[config.mk]
export PLATFORM = sky130hd
export DESIGN_NAME = atil_cordic_cell
export DESIGN_NICKNAME = d
export VERILOG_FILES = /design/src/hw/rtl/atil_pkg.sv /design/src/hw/rtl/atil_cordic_cell.sv
export SDC_FILE = /design/constraint.sdc
export NUM_CORES = 1
export LEC_CHECK = 0
export BUFFER_PORTS_ARGS = -buffer_cell sky130_fd_sc_hd__buf_2
export CORE_MARGIN = 4
export CORE_UTILIZATION = 55
export CTS_CLUSTER_SIZE = 12
export DETAILED_ROUTE_END_ITERATION = 7
export PLACE_DENSITY = 0.86
export SLEW_MARGIN = 20
export SYNTH_ARGS = -nofsm -noshare
export SYNTH_HDL_FRONTEND = slang
export SYNTH_SLANG_ARGS = --single-unit
export TNS_END_PERCENT = 100
[constraint.sdc]
create_clock -name i_clk -period 4.8 [get_ports i_clk]
set_clock_uncertainty 0.15 [all_clocks]
set_input_delay 0.96 -clock i_clk [delete_from_list [all_inputs] [get_ports i_clk]]
set_output_delay 0.96 -clock i_clk [all_outputs]
set_load 0.1 [all_outputs]
[src/hw/rtl/atil_pkg.sv]
// Shared types, widths and the arctangent table for the tilt angle pipeline.
// Used by the square root cells, the rotation cells and the top level.
`timescale 1ns / 1ps

package atil_pkg;

    // Datapath widths are sized for the smallest sample shift, so they hold for any shift.
    localparam int CNT_W   = 16;           // signed axis count
    localparam int SQ_W    = 32;           // square and sum of two squares
    localparam int ROOT_W  = 30;           // pair magnitude in units of 2^-14 count
    localparam int REM_W   = 34;           // partial remainder of the root extraction
    localparam int RAD_PAD = 28;           // zero bits appended below the sum
    localparam int SQ_STEPS = ROOT_W;      // one result bit per root cell
    localparam int MAG_SHIFT = 14;
    localparam int XY_W    = 34;           // rotation x and y words
    localparam int Z_W     = 32;           // accumulated angle, degrees times 2^24
    localparam int TAB_FRAC = 24;
    localparam int ANGLE_W = 16;
    localparam logic signed [Z_W-1:0] RIGHT_ANGLE = 32'sd1509949440;

    typedef struct packed {
        logic signed [CNT_W-1:0] cx;
        logic signed [CNT_W-1:0] cy;
        logic signed [CNT_W-1:0] cz;
    } t_counts;

    // atan(2^-i) in degrees times 2^24, rounded to nearest.
    function automatic logic signed [Z_W-1:0] atan_entry(input int i);
        logic signed [Z_W-1:0] v;
        unique case (i)
            0:  v = 32'sd754974720;
            1:  v = 32'sd445687602;
            2:  v = 32'sd235489088;
            3:  v = 32'sd119537938;
            4:  v = 32'sd60000934;
            5:  v = 32'sd30029717;
            6:  v = 32'sd15018523;
            7:  v = 32'sd7509720;
            8:  v = 32'sd3754917;
            9:  v = 32'sd1877466;
            10: v = 32'sd938734;
            11: v = 32'sd469367;
            12: v = 32'sd234684;
            13: v = 32'sd117342;
            14: v = 32'sd58671;
            15: v = 32'sd29335;
            16: v = 32'sd14668;
            17: v = 32'sd7334;
            18: v = 32'sd3667;
            19: v = 32'sd1833;
            20: v = 32'sd917;
            21: v = 32'sd458;
            22: v = 32'sd229;
            23: v = 32'sd115;
            default: v = '0;
        endcase
        return v;
    endfunction

endpackage

[src/hw/rtl/atil_cordic_cell.sv]
// One vectoring rotation cell of the arctangent chain.
// Depends on atil_pkg for widths and the angle table.
`timescale 1ns / 1ps

module atil_cordic_cell #(
    parameter int STEP = 0
) (
    input  logic                                i_clk,
    input  logic                                i_en,
    input  logic signed [atil_pkg::XY_W-1:0]    i_x,
    input  logic signed [atil_pkg::XY_W-1:0]    i_y,
    input  logic signed [atil_pkg::Z_W-1:0]     i_z,
    output logic signed [atil_pkg::XY_W-1:0]    o_x,
    output logic signed [atil_pkg::XY_W-1:0]    o_y,
    output logic signed [atil_pkg::Z_W-1:0]     o_z
);

    localparam logic signed [atil_pkg::Z_W-1:0] T = atil_pkg::atan_entry(STEP);

    logic signed [atil_pkg::XY_W-1:0] w_xs, w_ys;
    logic signed [atil_pkg::XY_W-1:0] r_x, n_x, r_y, n_y;
    logic signed [atil_pkg::Z_W-1:0]  r_z, n_z;

    assign w_xs = i_x >>> STEP;
    assign w_ys = i_y >>> STEP;

    always_comb begin
        if (!i_y[atil_pkg::XY_W-1]) begin
            n_x = i_x + w_ys;
            n_y = i_y - w_xs;
            n_z = i_z + T;
        end else begin
            n_x = i_x - w_ys;
            n_y = i_y + w_xs;
            n_z = i_z - T;
        end
    end

    always_ff @(posedge i_clk) begin
        if (i_en) begin
            r_x <= n_x;
            r_y <= n_y;
            r_z <= n_z;
        end
    end

    assign o_x = r_x;
    assign o_y = r_y;
    assign o_z = r_z;

endmodule

==> metrics.yaml, run 1 <==
run_status:
  outcome: "completed"
layout:
  layout_commonest_cell: "buf_2"
  regArea_um2: 2970
  fin_util_pct: 65.6
  final.fill_count: 1383
  final_cell_mix: "200 x buf_2, 119 x a21oi_1, 110 x inv_1"
  multi_input_area_um2: 5410
  area_delta_synth_final_pct: 16.1
  drive_above_1_share_pct: 20.6
  final_nets: 1398
logic_synthesis:
  yosysUniqueCellTypes: 79
  yosysSeqAreaShare_pct: 33.0
  synth.largest_area_cell: "edfxtp_1"
  synth_top_area_share_pct: 33.0
  syn_nets: 1221
  synth-main-ff-cell: "edfxtp_1"
  syn_area_per_cell_um2: 8.92
  syn_area_um2: 9010
  synth_cells: 1010
  async_flop_share_pct: 0
  ys_ff_latch: 99
  synth_edf_count: 99
  yosysWarnings: 0
  synth.area.top_cells: "edfxtp_1 33%, ha_1 15%, a21oi_1 6.6%"
grt:
  grt_max_degree: 72
  gr-total-overflow: 0
  grt_pass1_vias: 7925
  grt.total_usage_pct: 28.5
  grt_antenna_before_repair: 3
  grt_pass1_wl_um: 41300
clock_network:
  cts_tree: "built"
  clkTransAtPathRegs_ns: 0.07
  htree_levels: 3
  cts_made_buffers: 9
  cts_hold_buf: 0
  clockRootBuffer: "clkbuf_16"
  cts-resized-gates: 0
  cts.sinks: 99
  clock_path_buffers: 2
  postCtsSetupBuffers: 0
floorplanning:
  start_util_pct: 56.5
  top_level_ports: 202
  coreArea_um2: 15900
  fp.dieW_um: 136
  die_area_um2: 18500
  fp-row-count: 46
  die_y_um: 136
setup_path:
  cp-end-kind: "flop"
  critPathLaunchType: "primary input"
  crit_arrival_ns: 3.94
  critPathKind: "in2reg"
  cp.required_ns: 4.76
  path_max_fanout: 5
routing:
  dr.pass1.iters: 5
  drt-vias-per-instance: 5.96
  vias: 8407
  route.detailed.drc: 0
  ant_nets: 0
  drt-initial-drc-count: 965
  drt_wl_total_um: 26800
  wl_per_cell_um: 19.0
timing:
  hold_violations: 0
  holdWs_ns: 0.630
  setup_viol: 0
  period_share_pct: 83.0
  fin_tns_setup_ns: 0
  maxSlewHeadroom_pct: 37.8
  rsz0062_at_grt: "no"
  tightest_slew_ns: 0.934
  maxSlewViolCount: 0
  max_freq_mhz: 251
  min_period_ns: 3.98
run:
  maxCapViolCount: 0
worst_hold_path:
  hold_class: "in2reg"
  hold_depth: 1
power:
  leakagePower_nw: 4.71
  finalPower_w: 0.00384
  ir_drop_mv: 0.250
  pwr_density_cell_nw_per_um2: 367
placed_design:
  gp_congestion: 0.999
  portBuffers: 201
  dp_hpwl_um: 21500
metal layers:
layer	global-route usage, %	part of all wire [%]	up-vias
met5	0	0.048	-
met4	10.2	3.0	2
met3	5.18	11	63
met2	45.5	45	502
met1	39.0	41	3867
li1	-	-	3973
worst max-delay path, cell delays in order:
cell and delay (ns):
buf_2 0.12, ha_1 0.22, fa_1 0.42, nor2b_1 0.17, o211ai_1 0.24, nand3_1 0.22, a311oi_4 0.42, o31ai_2 0.17
a31oi_1 0.51, o41ai_1 0.16, a32oi_1 0.25, xnor2_1 0.08
final timing paths:
| path | slack (ns) | to | startpoint |
|---|---|---|---|
| hold / removal | 0.63 | o_z[13] | i_z[13] |
| setup / recovery | 0.82 | o_y[32] | i_x[0] |
power by group:
part	internal [W]	total, W	switching (W)
clock	0.000366	0.000716	0.000350
sequential	0.00112	0.00116	0.0000414
combinational	0.000423	0.00196	0.00154
state kept, by name, indices dropped and copies added, names as in the netlist:
name  flops
o_y      33
o_x      34
o_z      32
area by class of cell:
cell class	instances	area share, %
diodes	2	0.0479
clock buffers	9	2.15
clock inverters	7	0.682
inverters	116	4.16
multi-input cells	752	51.7
flip-flops and latches	99	28.4
well taps	216	2.58
repair buffers	209	10.2
cell usage after synthesis, types with 4 or more instances:
| master | number |
|---|---|
| a21oi_1 | 119 |
| o21ai_0 | 57 |
| nand2_1 | 44 |
| nand3b_1 | 4 |
| inv_1 | 110 |
| a311oi_1 | 4 |
| a2111oi_0 | 4 |
| fa_1 | 4 |
| nor2b_1 | 11 |
| and2_1 | 5 |
| xnor2_1 | 62 |
| buf_1 | 8 |
| nand2b_1 | 6 |
| nor4_1 | 8 |
| edfxtp_1 | 99 |
| xor2_1 | 9 |
| a21o_1 | 24 |
| clkbuf_1 | 21 |
| o21bai_1 | 19 |
| a211oi_1 | 8 |
| nand3_1 | 11 |
| o31a_1 | 4 |
| buf_2 | 10 |
| o31ai_1 | 12 |
| or3_1 | 9 |
| o211ai_1 | 7 |
| mux2i_1 | 11 |
| o21ai_1 | 6 |
| a31oi_1 | 13 |
| nand4_1 | 8 |
| nor3_1 | 18 |
| o2111ai_1 | 4 |
| a221oi_1 | 4 |
| ha_1 | 105 |
| nor2_1 | 86 |
| o21a_1 | 8 |
per-stage QoR:
stage	setup slack [ns]	cell area (um2)	cells
2_1_floorplan	1.08	9010	1010
3_3_place_gp	0.570	10200	1392
3_5_place_dp	0.559	10200	1392
4_1_cts	0.914	10500	1408
5_1_grt	0.690	10500	1410
6_report	0.816	10500	1410
logic make-up (layout without fill, tap and decap cells):
family / count (synthesis) / in the layout / synth area share [%]
adder cells (fa/ha/maj): 109 / 109 / 15.5
other: 0 / 2 / 0
multiplexers: 11 / 11 / 1.22
AO/OA/AOI/OAI: 332 / 332 / 24.2
XOR/XNOR: 71 / 71 / 6.90
AND/OR/NAND/NOR: 229 / 229 / 12.3
flip-flops: 99 / 99 / 33.0
buffers and inverters: 159 / 341 / 6.97
Note: power is estimated with default switching activity, not from simulation.
==> run 2, diff against run 1 <==
--- a/config.mk
+++ b/config.mk
@@ -7,10 +7,10 @@
 export LEC_CHECK = 0
 export BUFFER_PORTS_ARGS = -buffer_cell sky130_fd_sc_hd__buf_2
 export CORE_MARGIN = 4
-export CORE_UTILIZATION = 55
+export CORE_UTILIZATION = 51
 export CTS_CLUSTER_SIZE = 12
 export DETAILED_ROUTE_END_ITERATION = 7
-export PLACE_DENSITY = 0.86
+export PLACE_DENSITY = 0.84
 export SLEW_MARGIN = 20
 export SYNTH_ARGS = -nofsm -noshare
 export SYNTH_HDL_FRONTEND = slang
==> constraint.sdc (replaced) <==
create_clock -name i_clk -period 3.42 [get_ports i_clk]
set_clock_uncertainty 0.15 [all_clocks]
set_input_delay 0.684 -clock i_clk [delete_from_list [all_inputs] [get_ports i_clk]]
set_output_delay 0.684 -clock i_clk [all_outputs]
set_load 0.1 [all_outputs]
==> run 2 against run 1 <==
  * Sequential share of layout area down 4.3 points
  * Critical path type unchanged
  * Core utilization is 5.6 points higher
  * Final cell count is 15% higher
  * The flow now finishes with violations (negative setup slack)
  * Worst setup slack got worse by 0.94 ns
  * Hold slack got worse by 0.28 ns
  * Combinational power up 61%
  * Global-route usage increased by 0.96 points
  * Clock power rose by 48%
  * Via count grew 9.9%
==> metrics.yaml, run 2 (same netlist as run 1, synthesis figures left out) <==
run_status:
  outcome: "finished, violations left"
  violations: "negative setup slack"
floorplanning:
  die_area_um2: 19900
  start_util_pct: 52.1
  fp.dieW_um: 141
  fp-row-count: 48
  die_y_um: 141
  top_level_ports: 202
  coreArea_um2: 17300
power:
  p_switching_w: 0.00282
  p_clk_share_pct: 18.2
  pwr_density_cell_nw_per_um2: 475
  swShare_pct: 48.3
  ir_drop_mv: 0.405
  p_int_w: 0.00302
  finalPower_w: 0.00584
  power_frac_comb_pct: 53.9
  p_seq_share_pct: 27.9
  leakagePower_nw: 5.80
setup_path:
  critPathMaxStageDelay_ns: 0.41
  cp.required_ns: 3.38
  cp-end-kind: "flop"
  critPathKind: "in2reg"
  cpMaxStageDelayCell: "fa_2"
  critPathLaunchType: "primary input"
  path_cells: "buf_8 > ha_4 > fa_2 > nor2b_4 > o211ai_1 > nand3_2 > a311oi_4 > buf_6 > o31ai_4 > a31oi_1 > buf_4 > o41ai_4 > a32oi_1 > xnor2_1"
  path_max_fanout: 4
  crit_arrival_ns: 3.50
clock_network:
  cts_tree: "built"
  clockRootBuffer: "clkbuf_16"
  htree_levels: 3
  clock_path_buffers: 2
  cts.sinks: 99
  cts_hold_buf: 0
  clkTransAtPathRegs_ns: 0.08
  cts_made_buffers: 9
timing:
  maxSlewHeadroom_pct: 55.6
  holdWs_ns: 0.352
  rsz0062_at_grt: "yes"
  final.setup.worst_slack_ns: -0.125
  min_period_ns: 3.55
  hold_violations: 0
  fin_tns_setup_ns: -0.132
  period_share_pct: 104
  maxSlewViolCount: 0
  setup_viol: 2
  max_freq_mhz: 282
  tightest_slew_ns: 0.665
grt:
  grt.busiest_layer: "met2"
  gr-total-overflow: 0
  grt_pass1_vias: 9061
  grt_max_degree: 55
  grt_antenna_before_repair: 0
  met2_usage_pct: 50.2
  grt.total_usage_pct: 29.5
  gr-usage-met3_pct: 3.46
  grt_pass1_wl_um: 46700
  met1_usage_pct: 39.6
routing:
  drt_wl_total_um: 30500
  drt-initial-drc-count: 848
  vias: 9243
  route.detailed.drc: 0
  drt-vias-per-instance: 5.68
  wl_per_cell_um: 18.8
  ant_nets: 0
  dr.pass1.iters: 6
layout:
  area_delta_synth_final_pct: 36.6
  final_cell_mix: "215 x buf_4, 198 x buf_2, 118 x a21oi_1"
  final.fill_count: 1400
  final_nets: 1608
  largest_reg_flops: 34
  layout_commonest_cell: "buf_4"
  n_antenna_cell: 0
  drive_above_1_share_pct: 34.2
placed_design:
  gp_congestion: 0.984
  dp_hpwl_um: 24800
  portBuffers: 201
worst_hold_path:
  hold_class: "in2reg"
run:
  maxCapViolCount: 0
-- run 2: final timing paths --
| kind | startpoint | end | slack, ns | depth (start not counted) |
|---|---|---|---|---|
| max | i_x[0] | o_y[32] | -0.13 | 14 |
| min | i_z[10] | o_z[10] | 0.35 | 1 |
-- run 2: what timing repair did --
| item | in CTS | in global routing |
|---|---|---|
| pin swaps | 0 | 19 |
| setup buffers | 0 | 6 |
| setup endpoints to repair | 4 | 20 |
| resized for setup | 4 | 41 |
-- run 2: final cells by class --
class	count	area, um2	area share (%)
well taps	225	282	2.29
inverters	116	435	3.54
repair buffers	419	2700	21.9
multi-input cells	752	5620	45.6
clock buffers	9	225	1.83
clock inverters	7	80.1	0.651
flip-flops and latches	99	2970	24.2
-- run 2: power by group through the flow --
stage          Sequential, W  Combinational (W)  Clock, W
2_1_floorplan        0.00292           0.000892         0
3_3_place_gp         0.00165            0.00301         0
3_5_place_dp         0.00166            0.00305         0
4_1_cts              0.00163            0.00306   0.00108
5_1_grt              0.00164            0.00330   0.00114
6_report             0.00163            0.00315   0.00106
-- run 2: worst max-delay path: cells and delay by family --
family                   cells  cell delay (ns)
AO/OA/AOI/OAI                6             1.33
XOR/XNOR                     1             0.10
adder cells (fa/ha/maj)      2             0.57
buffers and inverters        3             0.45
AND/OR/NAND/NOR              2             0.35
-- run 2: through the flow --
step / setup slack [ns] / area [um2] / utilization (%) / std cells
after floorplan: 0.00359 / 9010 / - / 1010
after global placement: -0.314 / 11700 / 67.8 / 1605
after detailed placement: -0.453 / 11700 / 67.8 / 1605
after CTS: 0.00279 / 12100 / 69.7 / 1621
after global routing: -0.206 / 12300 / 71.2 / 1627
final: -0.125 / 12300 / 71.2 / 1627
-- run 2: per-layer routing --
layer / up-vias / part of all wire, %
li1: 4409 / -
met1: 4318 / 41
met5: - / 0
met4: 0 / 2.5
met2: 457 / 48
met3: 59 / 8.2
