## src/hw/rtl/atil_pkg.sv

```systemverilog
// Shared types, widths and the arctangent table for the tilt angle pipeline.
// Used by the square root cells, the rotation cells and the top level.
`timescale 1ns / 1ps

package atil_pkg;

    // Datapath widths are sized for the smallest sample shift, so they hold for any shift.
    localparam int CNT_W   = 16;           // signed axis count
    localparam int SQ_W    = 32;           // square and sum of two squares
    localparam int ROOT_W  = 30;           // pair magnitude in units of 2^-14 count
    localparam int REM_W   = 34;           // partial remainder of the root extraction
    localparam int RAD_PAD = 28;           // zero bits appended below the sum
    localparam int SQ_STEPS = ROOT_W;      // one result bit per root cell
    localparam int MAG_SHIFT = 14;
    localparam int XY_W    = 34;           // rotation x and y words
    localparam int Z_W     = 32;           // accumulated angle, degrees times 2^24
    localparam int TAB_FRAC = 24;
    localparam int ANGLE_W = 16;
    localparam logic signed [Z_W-1:0] RIGHT_ANGLE = 32'sd1509949440;

    typedef struct packed {
        logic signed [CNT_W-1:0] cx;
        logic signed [CNT_W-1:0] cy;
        logic signed [CNT_W-1:0] cz;
    } t_counts;

    // atan(2^-i) in degrees times 2^24, rounded to nearest.
    function automatic logic signed [Z_W-1:0] atan_entry(input int i);
        logic signed [Z_W-1:0] v;
        unique case (i)
            0:  v = 32'sd754974720;
            1:  v = 32'sd445687602;
            2:  v = 32'sd235489088;
            3:  v = 32'sd119537938;
            4:  v = 32'sd60000934;
            5:  v = 32'sd30029717;
            6:  v = 32'sd15018523;
            7:  v = 32'sd7509720;
            8:  v = 32'sd3754917;
            9:  v = 32'sd1877466;
            10: v = 32'sd938734;
            11: v = 32'sd469367;
            12: v = 32'sd234684;
            13: v = 32'sd117342;
            14: v = 32'sd58671;
            15: v = 32'sd29335;
            16: v = 32'sd14668;
            17: v = 32'sd7334;
            18: v = 32'sd3667;
            19: v = 32'sd1833;
            20: v = 32'sd917;
            21: v = 32'sd458;
            22: v = 32'sd229;
            23: v = 32'sd115;
            default: v = '0;
        endcase
        return v;
    endfunction

endpackage

```

## src/hw/rtl/atil_sqrt_cell.sv

```systemverilog
// One cell of the digit-by-digit square root chain: one result bit per cell.
// Depends on atil_pkg for widths.
`timescale 1ns / 1ps

module atil_sqrt_cell #(
    parameter int STEP = 0
) (
    input  logic                            i_clk,
    input  logic                            i_en,
    input  logic [atil_pkg::SQ_W-1:0]       i_rad,
    input  logic [atil_pkg::REM_W-1:0]      i_rem,
    input  logic [atil_pkg::ROOT_W-1:0]     i_root,
    output logic [atil_pkg::SQ_W-1:0]       o_rad,
    output logic [atil_pkg::REM_W-1:0]      o_rem,
    output logic [atil_pkg::ROOT_W-1:0]     o_root
);

    logic [atil_pkg::SQ_W+atil_pkg::RAD_PAD-1:0] w_full;
    logic [atil_pkg::REM_W-1:0] w_cur;
    logic [atil_pkg::REM_W-1:0] w_trial;
    logic [atil_pkg::SQ_W-1:0]  r_rad;
    logic [atil_pkg::REM_W-1:0] r_rem, n_rem;
    logic [atil_pkg::ROOT_W-1:0] r_root, n_root;

    assign w_full  = {i_rad, {atil_pkg::RAD_PAD{1'b0}}};
    assign w_cur   = {i_rem[atil_pkg::REM_W-3:0], w_full[2*STEP+1 -: 2]};
    assign w_trial = {2'b00, i_root, 2'b01};

    always_comb begin
        if (w_cur >= w_trial) begin
            n_rem  = w_cur - w_trial;
            n_root = {i_root[atil_pkg::ROOT_W-2:0], 1'b1};
        end else begin
            n_rem  = w_cur;
            n_root = {i_root[atil_pkg::ROOT_W-2:0], 1'b0};
        end
    end

    always_ff @(posedge i_clk) begin
        if (i_en) begin
            r_rad  <= i_rad;
            r_rem  <= n_rem;
            r_root <= n_root;
        end
    end

    assign o_rad  = r_rad;
    assign o_rem  = r_rem;
    assign o_root = r_root;

endmodule

```

## config.mk

```make
export PLATFORM = sky130hd
export DESIGN_NAME = atil_sqrt_cell
export DESIGN_NICKNAME = d
export VERILOG_FILES = /design/src/hw/rtl/atil_pkg.sv /design/src/hw/rtl/atil_sqrt_cell.sv
export SDC_FILE = /design/constraint.sdc
export NUM_CORES = 1
export LEC_CHECK = 0
export ABC_AREA = 1
export BUFFER_PORTS_ARGS = -buffer_cell sky130_fd_sc_hd__buf_2
export CORE_AREA = 2 2 106 108
export CTS_CLUSTER_SIZE = 28
export DETAILED_ROUTE_END_ITERATION = 16
export DIE_AREA = 0 0 108 110
export PLACE_DENSITY = 0.87
export SYNTH_ARGS = -nofsm -noshare
export SYNTH_HDL_FRONTEND = slang
export SYNTH_SLANG_ARGS = --single-unit
```

## constraint.sdc

```tcl
create_clock -name i_clk -period 4.5 [get_ports i_clk]
set_input_delay 0.45 -clock i_clk [delete_from_list [all_inputs] [get_ports i_clk]]
set_output_delay 0.45 -clock i_clk [all_outputs]
set_load 0.005 [all_outputs]
```

==> impl_summary.md, run 1 <==
Clock network
The H-tree was split into 3 levels. TritonCTS built the clock tree. The total number of clock tree sinks is 95. In this run the deepest clock path goes through 2 buffers. The number of setup buffers added after CTS is 0. After clock tree synthesis, the clock-pin slew on the worst setup and hold paths is 0.09 ns. After clock tree synthesis, the repair step resized 0 gates.

After clock tree synthesis, the flow added hold-fix buffers numbering 0. Clock tree synthesis selected as its root buffer the cell clkbuf_8. The number of buffers created by CTS is 9.

Synth
Synthesis inferred 95 register bits. Yosys printed 0 warnings. The area of the mapped netlist is 5780 µm². The cell type with the largest total area after synthesis is edfxtp_1.

The number of different library cells used by synthesis comes to 26. The count of mapped cells out of synthesis is 722. When the netlist entered floorplanning its net count stood at 851. By area the synthesized netlist is led by edfxtp_1 49%, nand2_1 19%, inv_1 8.8%, ha_1 6.5%, nand3_1 3.2%. The portion of synthesized cell area occupied by the leading cell type is 0.494. The synthesized area per cell is 8.01 µm². Of the synthesized area, sequential elements account for 0.494.

STA
Setup slack closes at 1.73 ns. Setup repair after global routing left no endpoint under its margin. The setup TNS is 0 ns.

Setup violations remaining at the end of the flow were counted as 0. The clock period minus worst slack is 2.77 ns. In the finished design, the share of the clock period the worst path needs comes to 0.616.

The final number of hold-violating endpoints is 0. The transition time of the tightest slew-check pin is 0.734 ns. The maximum clock frequency is 361 MHz. The final-report max-slew violation count is 0.

Across all hold checks on the routed design, the worst slack comes to 0.243 ns. The worst slew slack as a fraction of its limit is 0.510.

Cells and area
Leaving out fill and tap cells, the most frequent cell in the layout is nand2_1. In the layout the commonest cells are 293 x nand2_1, 190 x buf_2, 135 x inv_1. The share of cells above drive strength 1 is 0.254.

Compared with the post-synthesis result, the final layout area differs by 22.7%. For this run, the share of the core covered by cells in the final layout is 0.663. After the last flow step, the layout net total stands at 1047.

The final antenna diode count is 0. Summing all non-filler instances in the final layout gives an area of 7090 µm².

Detailed routing
The sum of routed wire segments on met1 is 6150 µm. Signal routing reaches up to met4. The number of violations reported at the end of detailed-routing iteration 0 is 259. In this run the remaining antenna-violating nets after routing total 0. The number of DRC violations after detailed routing is 0. The routed length on met2 is 6890 µm. The average wire length per cell after detail routing is 13.4 µm. The routed layout has 5097 vias. The total routed wirelength is 14200 µm. The vias per cell is 4.80. Wire segments on met3 add up to 964 µm in the final route. The pre-antenna-repair detailed-routing pass consisted of 4 iterations.

Power
The total internal power is 1670 µW. The total power density per cell area is 329 nW/µm². The worst supply voltage drop on vdd is 0.000167 V. For this design the total switching power over the nets is 662 µW.

Of the total power, the share spent switching nets is 0.284. In this run the static leakage power is 0.00386 µW. The share of total power dissipated in the clock network is 0.291. Of the total power, registers draw 0.475. Of the total power, combinational logic draws 0.234.

Floorplan
The height of the chip is 110 µm. The floorplan step set the die width to 108 µm. The area of the core is 10700 µm².

The number of rows in the core area is 38. The number of top-level pins is 194. The starting utilization of the core area is 0.540. The die covers 11900 µm².

Global routing
The number of antenna violations at the first check in global routing came to 0. Entering global routing, the biggest net connects 62 pins. After global routing the overflow that remains totals 0. The first global-routing pass estimated 22100 µm of wire. The global routing usage summed across all routing layers is 0.241. The via count of the first global-routing pass is 4786.

Min path
The path with the worst hold slack has its endpoint at o_rad[9]. The min-delay analysis places its worst path in the category input pin to flop. The worst hold path startpoint is i_rad[9]. Counting instances, the worst hold path has a depth of 1.

Worst setup path
The data arrival time at the worst-slack endpoint is 2.90 ns. The capturing element type of the critical path is a flop. The biggest fanout along the worst timing path is 35. The worst setup path is launched from an input pin.

The classification of the worst setup path is input pin to flop. At the worst endpoint, the required time is 4.62 ns.

Flow run
The tool flagged a number of max-cap violations equal to 0.

Outcome
The flow ran to the end, and the final reports show no timing, DRC or antenna violations.

Placement
Once placement finished, the instance area stood at 6850 µm². The count of buffers added on input and output ports is 191. The final weighted congestion of routability-driven global placement is 0.887. The worst setup timing slack at the placement stage is 1.31 ns. The HPWL after detailed placement is 11300 µm.
==> layer usage <==
layer  vias to the layer above  global-route usage
met5                         -                   0
met4                         0              0.0888
met3                        16              0.0412
met2                       174               0.424
met1                      2279               0.301
li1                       2628                   -
==> sequential cells by signal (all words and copies together) (netlist names) <==
| signal | flops |
|---|---|
| o_root | 30 |
| o_rad | 32 |
| o_rem | 33 |
==> power groups by stage <==
stage	Sequential, µW	Combinational (µW)	Clock (µW)
final	1110	546	678
after global routing	1120	618	721
after CTS	1110	548	689
after detailed placement	1130	545	0
after global placement	1120	531	0
after floorplan	1140	299	0
==> cells in the mapped netlist (all sizes together) <==
cell / count
fa: 1
nand3: 38
a21oi: 19
and2: 1
nand2: 298
edfxtp: 95
nor3: 5
nor2: 46
buf: 7
xnor2: 1
o21ai: 1
ha: 30
nand3b: 5
xor2: 14
a21o: 1
or2: 1
inv: 149
nand4: 5
o21bai: 5
==> metrics by stage <==
stage | std cells | total power, µW
2_1_floorplan | 722 | 1440
4_1_cts | 1062 | 2350
3_5_place_dp | 1047 | 1670
6_report | 1062 | 2330
3_3_place_gp | 1047 | 1650
5_1_grt | 1062 | 2460
==> final cells by class <==
type / instances / area [µm²]
clock buffer: 9 / 124
clock inverter: 6 / 115
fill: 934 / 3600
inverter: 149 / 559
multi-input combinational: 471 / 2300
sequential: 95 / 2850
tap: 140 / 175
timing repair buffer: 192 / 966
==> cells by family after synthesis <==
group / after synthesis / share of synthesized area
compound gates: 26 / 0.0271
flops: 95 / 0.494
xor+xnor: 15 / 0.0227
buf+inv: 156 / 0.108
simple gates: 399 / 0.280
fa+ha+maj: 31 / 0.0684
==> how the worst max path moves through the flow <==
| stage | start | to | cells after the start |
|---|---|---|---|
| finish | i_root[0] | o_rem[20] | 17 |
| global route | i_root[0] | o_rem[14] | 17 |
| CTS | i_root[0] | o_rem[20] | 17 |
| detailed placement | i_root[0] | o_rem[20] | 17 |
| global placement | i_root[0] | o_rem[16] | 17 |
| floorplan | i_root[0] | o_rem[22] | 17 |
==> critical path, cell delays in order <==
cell and delay [ns]:
buf_2 0.10, inv_1 0.05, ha_1 0.19, inv_1 0.07
fa_1 0.40, inv_1 0.10, nand3_1 0.08, nand3_2 0.11
nand2_1 0.07, nand2_2 0.10, nand2_1 0.07, nand2_2 0.11
nand2_2 0.07, nand2_4 0.33, inv_2 0.34, nand2_1 0.14
nand2_1 0.07
No activity file was read; power rests on OpenSTA's default activity.
==> inputs of run 2 (changes only) <==
--- a/config.mk
+++ b/config.mk
@@ -7,11 +7,11 @@
 export LEC_CHECK = 0
 export ABC_AREA = 1
 export BUFFER_PORTS_ARGS = -buffer_cell sky130_fd_sc_hd__buf_2
-export CORE_AREA = 2 2 106 108
+export CORE_AREA = 2 2 116 118
 export CTS_CLUSTER_SIZE = 28
 export DETAILED_ROUTE_END_ITERATION = 16
-export DIE_AREA = 0 0 108 110
-export PLACE_DENSITY = 0.87
+export DIE_AREA = 0 0 118 120
+export PLACE_DENSITY = 0.77
 export SYNTH_ARGS = -nofsm -noshare
 export SYNTH_HDL_FRONTEND = slang
 export SYNTH_SLANG_ARGS = --single-unit
==> constraint.sdc (replaced) <==
create_clock -name i_clk -period 2.4 [get_ports i_clk]
set_input_delay 0.24 -clock i_clk [delete_from_list [all_inputs] [get_ports i_clk]]
set_output_delay 0.24 -clock i_clk [all_outputs]
set_load 0.005 [all_outputs]
==> impl_summary.md, run 2 (synthesis results as in run 1) <==
Detailed routing
The number of DRC violations after detailed routing is 0 (unchanged). The vias per cell is 4.51 (was 4.80). The final antenna-violating net count is 0 (unchanged).

The total via count after detailed routing is 4999 (was 5097). The first-pass iteration count of the detailed router is 5 (was 4). The total routed wirelength is 14400 µm (was 14200 µm).

The average wire length per cell after detail routing is 13.0 µm (was 13.4 µm). The number of violations reported at the end of detailed-routing iteration 0 is 325 (was 259).

Power
The share of power burned in combinational logic was 0.232 (was 0.234). The reported net switching power is 1320 µW (was 662 µW). The fraction of power consumed by sequential logic was 0.460 (was 0.475).

The worst supply voltage drop on vdd is 0.000268 V (was 0.000167 V). The leakage power came to 0.00395 µW (was 0.00386 µW). The total internal power is 3190 µW (was 1670 µW). The power share of the clock group was 0.308 (was 0.291). The total power density per cell area is 618 nW/µm² (was 329 nW/µm²). The switching part of the total power is 0.293 (was 0.284).

Worst setup path
The launching element type of the critical path is an input pin (unchanged). The data arrival time at the worst-slack endpoint is 2.11 ns (was 2.90 ns). The largest stage delay on the critical path was 0.41 ns (was 0.40 ns). The capturing element type of the critical path is a flop (unchanged). The biggest fanout along the worst timing path is 16 (was 35). The dominant cell type by count on the critical path is nand2_1 (unchanged). Series of cell instances along the critical path: buf_2 -> inv_1 -> ha_1 -> inv_1 -> fa_1 -> inv_1 -> nand3_1 -> nand3_2 -> nand2_1 -> nand2_2 -> nand2_1 -> nand2_2 -> nand2_2 -> nand2_4 -> inv_2 -> buf_4 -> nand2_1 -> nand2_1 (was buf_2 -> inv_1 -> ha_1 -> inv_1 -> fa_1 -> inv_1 -> nand3_1 -> nand3_2 -> nand2_1 -> nand2_2 -> nand2_1 -> nand2_2 -> nand2_2 -> nand2_4 -> inv_2 -> nand2_1 -> nand2_1).

The worst-path cell with the longest stage delay is fa_1 (unchanged). The largest delay contributor family on the critical path is simple AND/OR/NAND/NOR gates (unchanged). The buffers plus inverters on the worst setup path is 6 (was 5). The classification of the worst setup path is input pin to flop (unchanged). The data required time at the worst endpoint came to 2.50 ns (was 4.62 ns).

STA
The final number of hold-violating endpoints is 0 (unchanged). The final-report max-slew violation count is 0 (unchanged). Setup repair after global routing missed its margin: false (unchanged). The transition time of the tightest slew-check pin was 0.478 ns (was 0.734 ns).

The minimum hold slack is 0.0659 ns (was 0.243 ns). The worst slew slack as a fraction of its limit is 0.681 (was 0.510). The post-route fraction of the period consumed by the critical path is 0.841.

The maximum clock frequency is 495 MHz. The setup TNS is 0 ns (unchanged). The number of endpoints failing setup at the final stage is 0 (unchanged). The smallest clock period supported by the final layout is computed as 2.02 ns.

Cells and area
The most common library cell in the layout ignoring fill and taps is nand2_1 (unchanged). Most frequent cells in the layout: 293 x nand2_1, 190 x buf_2, 135 x inv_1 (unchanged). The final net count came to 1056 (was 1047).

The flip-flop count of the largest register, all copies and words added came to 33 (unchanged). The final non-filler cell total is 1108 (was 1062). The share of cells above drive strength 1 is 0.262 (was 0.254).

The count of filler cells inserted in the layout was 1252 (was 934). The final antenna diode count is 0 (unchanged). The relative area change from synthesis to final layout is 26.4% (was 22.7%).

Floorplan
The number of top-level pins was 194 (unchanged). The height of the chip came to 120 µm (was 110 µm). The full die area is 14200 µm² (was 11900 µm²). The starting utilization of the core area is 0.445 (was 0.540). The area of the core is 13000 µm² (was 10700 µm²). The horizontal die dimension is 118 µm (was 108 µm). The number of rows in the core area was 42 (was 38).

Global routing
The global route total overflow is 0 (unchanged). The number of antenna violations at the first check in global routing is 0 (unchanged). The via count of the first global-routing pass is 4659 (was 4786).

The global routing usage summed across all routing layers is 0.205 (was 0.241). The maximum number of pins on one net before global-route repair is 38 (was 62). The wire length of the first global-routing pass was 22900 µm (was 22100 µm).

Flow run
The number of max-cap violations is 0 (unchanged).

Clock network
The total number of H-tree levels is 3 (unchanged). The clock transition at the registers of the reported paths is 0.07 ns (was 0.09 ns). The deepest clock path buffer count is 2 (unchanged). The number of buffers created by CTS is 9 (unchanged).

The total number of clock tree sinks is 95 (unchanged). The number of buffers added to fix hold violations after cts is 0 (unchanged). The post-cts sizing count is 0 (unchanged). The root buffer cell is clkbuf_16 (was clkbuf_8). The TritonCTS clock tree is yes (unchanged). The buffers inserted during post-CTS setup optimization was 0 (unchanged).

Placement
The final weighted congestion of routability-driven global placement is 0.889 (was 0.887). The number of instances in the placed design came to 1092 (was 1047). The count of port buffers added during placement is 191 (unchanged). The HPWL after detailed placement was 11600 µm (was 11300 µm).

Min path
The classification of the worst-slack hold path is input pin to flop (unchanged).

Outcome
Run status: finished, final reports clean (unchanged).
-- run 2: layer usage --
| layer | up-vias | global-route usage | part of all wire |
|---|---|---|---|
| met2 | 138 | 0.343 | 0.47 |
| met1 | 2196 | 0.278 | 0.48 |
| met4 | 0 | 0.0625 | 0.011 |
| met5 | - | 0 | 0 |
| met3 | 9 | 0.0285 | 0.045 |
| li1 | 2656 | - | - |
-- run 2: power groups by stage --
stage	Sequential [µW]	Clock [µW]	Combinational, µW
after CTS	2080	1410	1060
after global placement	2110	0	1040
after global routing	2090	1490	1190
after floorplan	2150	0	561
final	2070	1390	1050
after detailed placement	2110	0	1050
-- run 2: area by class of cell --
class | instances | area (µm²) | area share
Timing Repair Buffer | 201 | 1080 | 0.148
Inverter | 149 | 559 | 0.0766
Multi-Input combinational cell | 471 | 2300 | 0.315
Clock inverter | 7 | 62.6 | 0.00856
Clock buffer | 9 | 225 | 0.0308
Sequential cell | 95 | 2850 | 0.391
Tap cell | 176 | 220 | 0.0301
-- run 2: worst paths after layout --
check | start | cells after the start | endpoint | slack [ns]
worst max-delay path | i_root[0] | 18 | o_rem[18] | 0.38
worst min-delay path | i_rad[13] | 1 | o_rad[13] | 0.07
-- run 2: stage by stage --
| step | worst slack [ns] | area (µm²) | total power, µW | utilization |
|---|---|---|---|---|
| 2_1_floorplan | 0.313 | 5780 | 2710 | - |
| 3_3_place_gp | 0.111 | 7020 | 3150 | 0.541 |
| 3_5_place_dp | 0.0462 | 7020 | 3170 | 0.541 |
| 4_1_cts | 0.376 | 7300 | 4550 | 0.563 |
| 5_1_grt | 0.253 | 7300 | 4770 | 0.563 |
| 6_report | 0.381 | 7300 | 4510 | 0.563 |
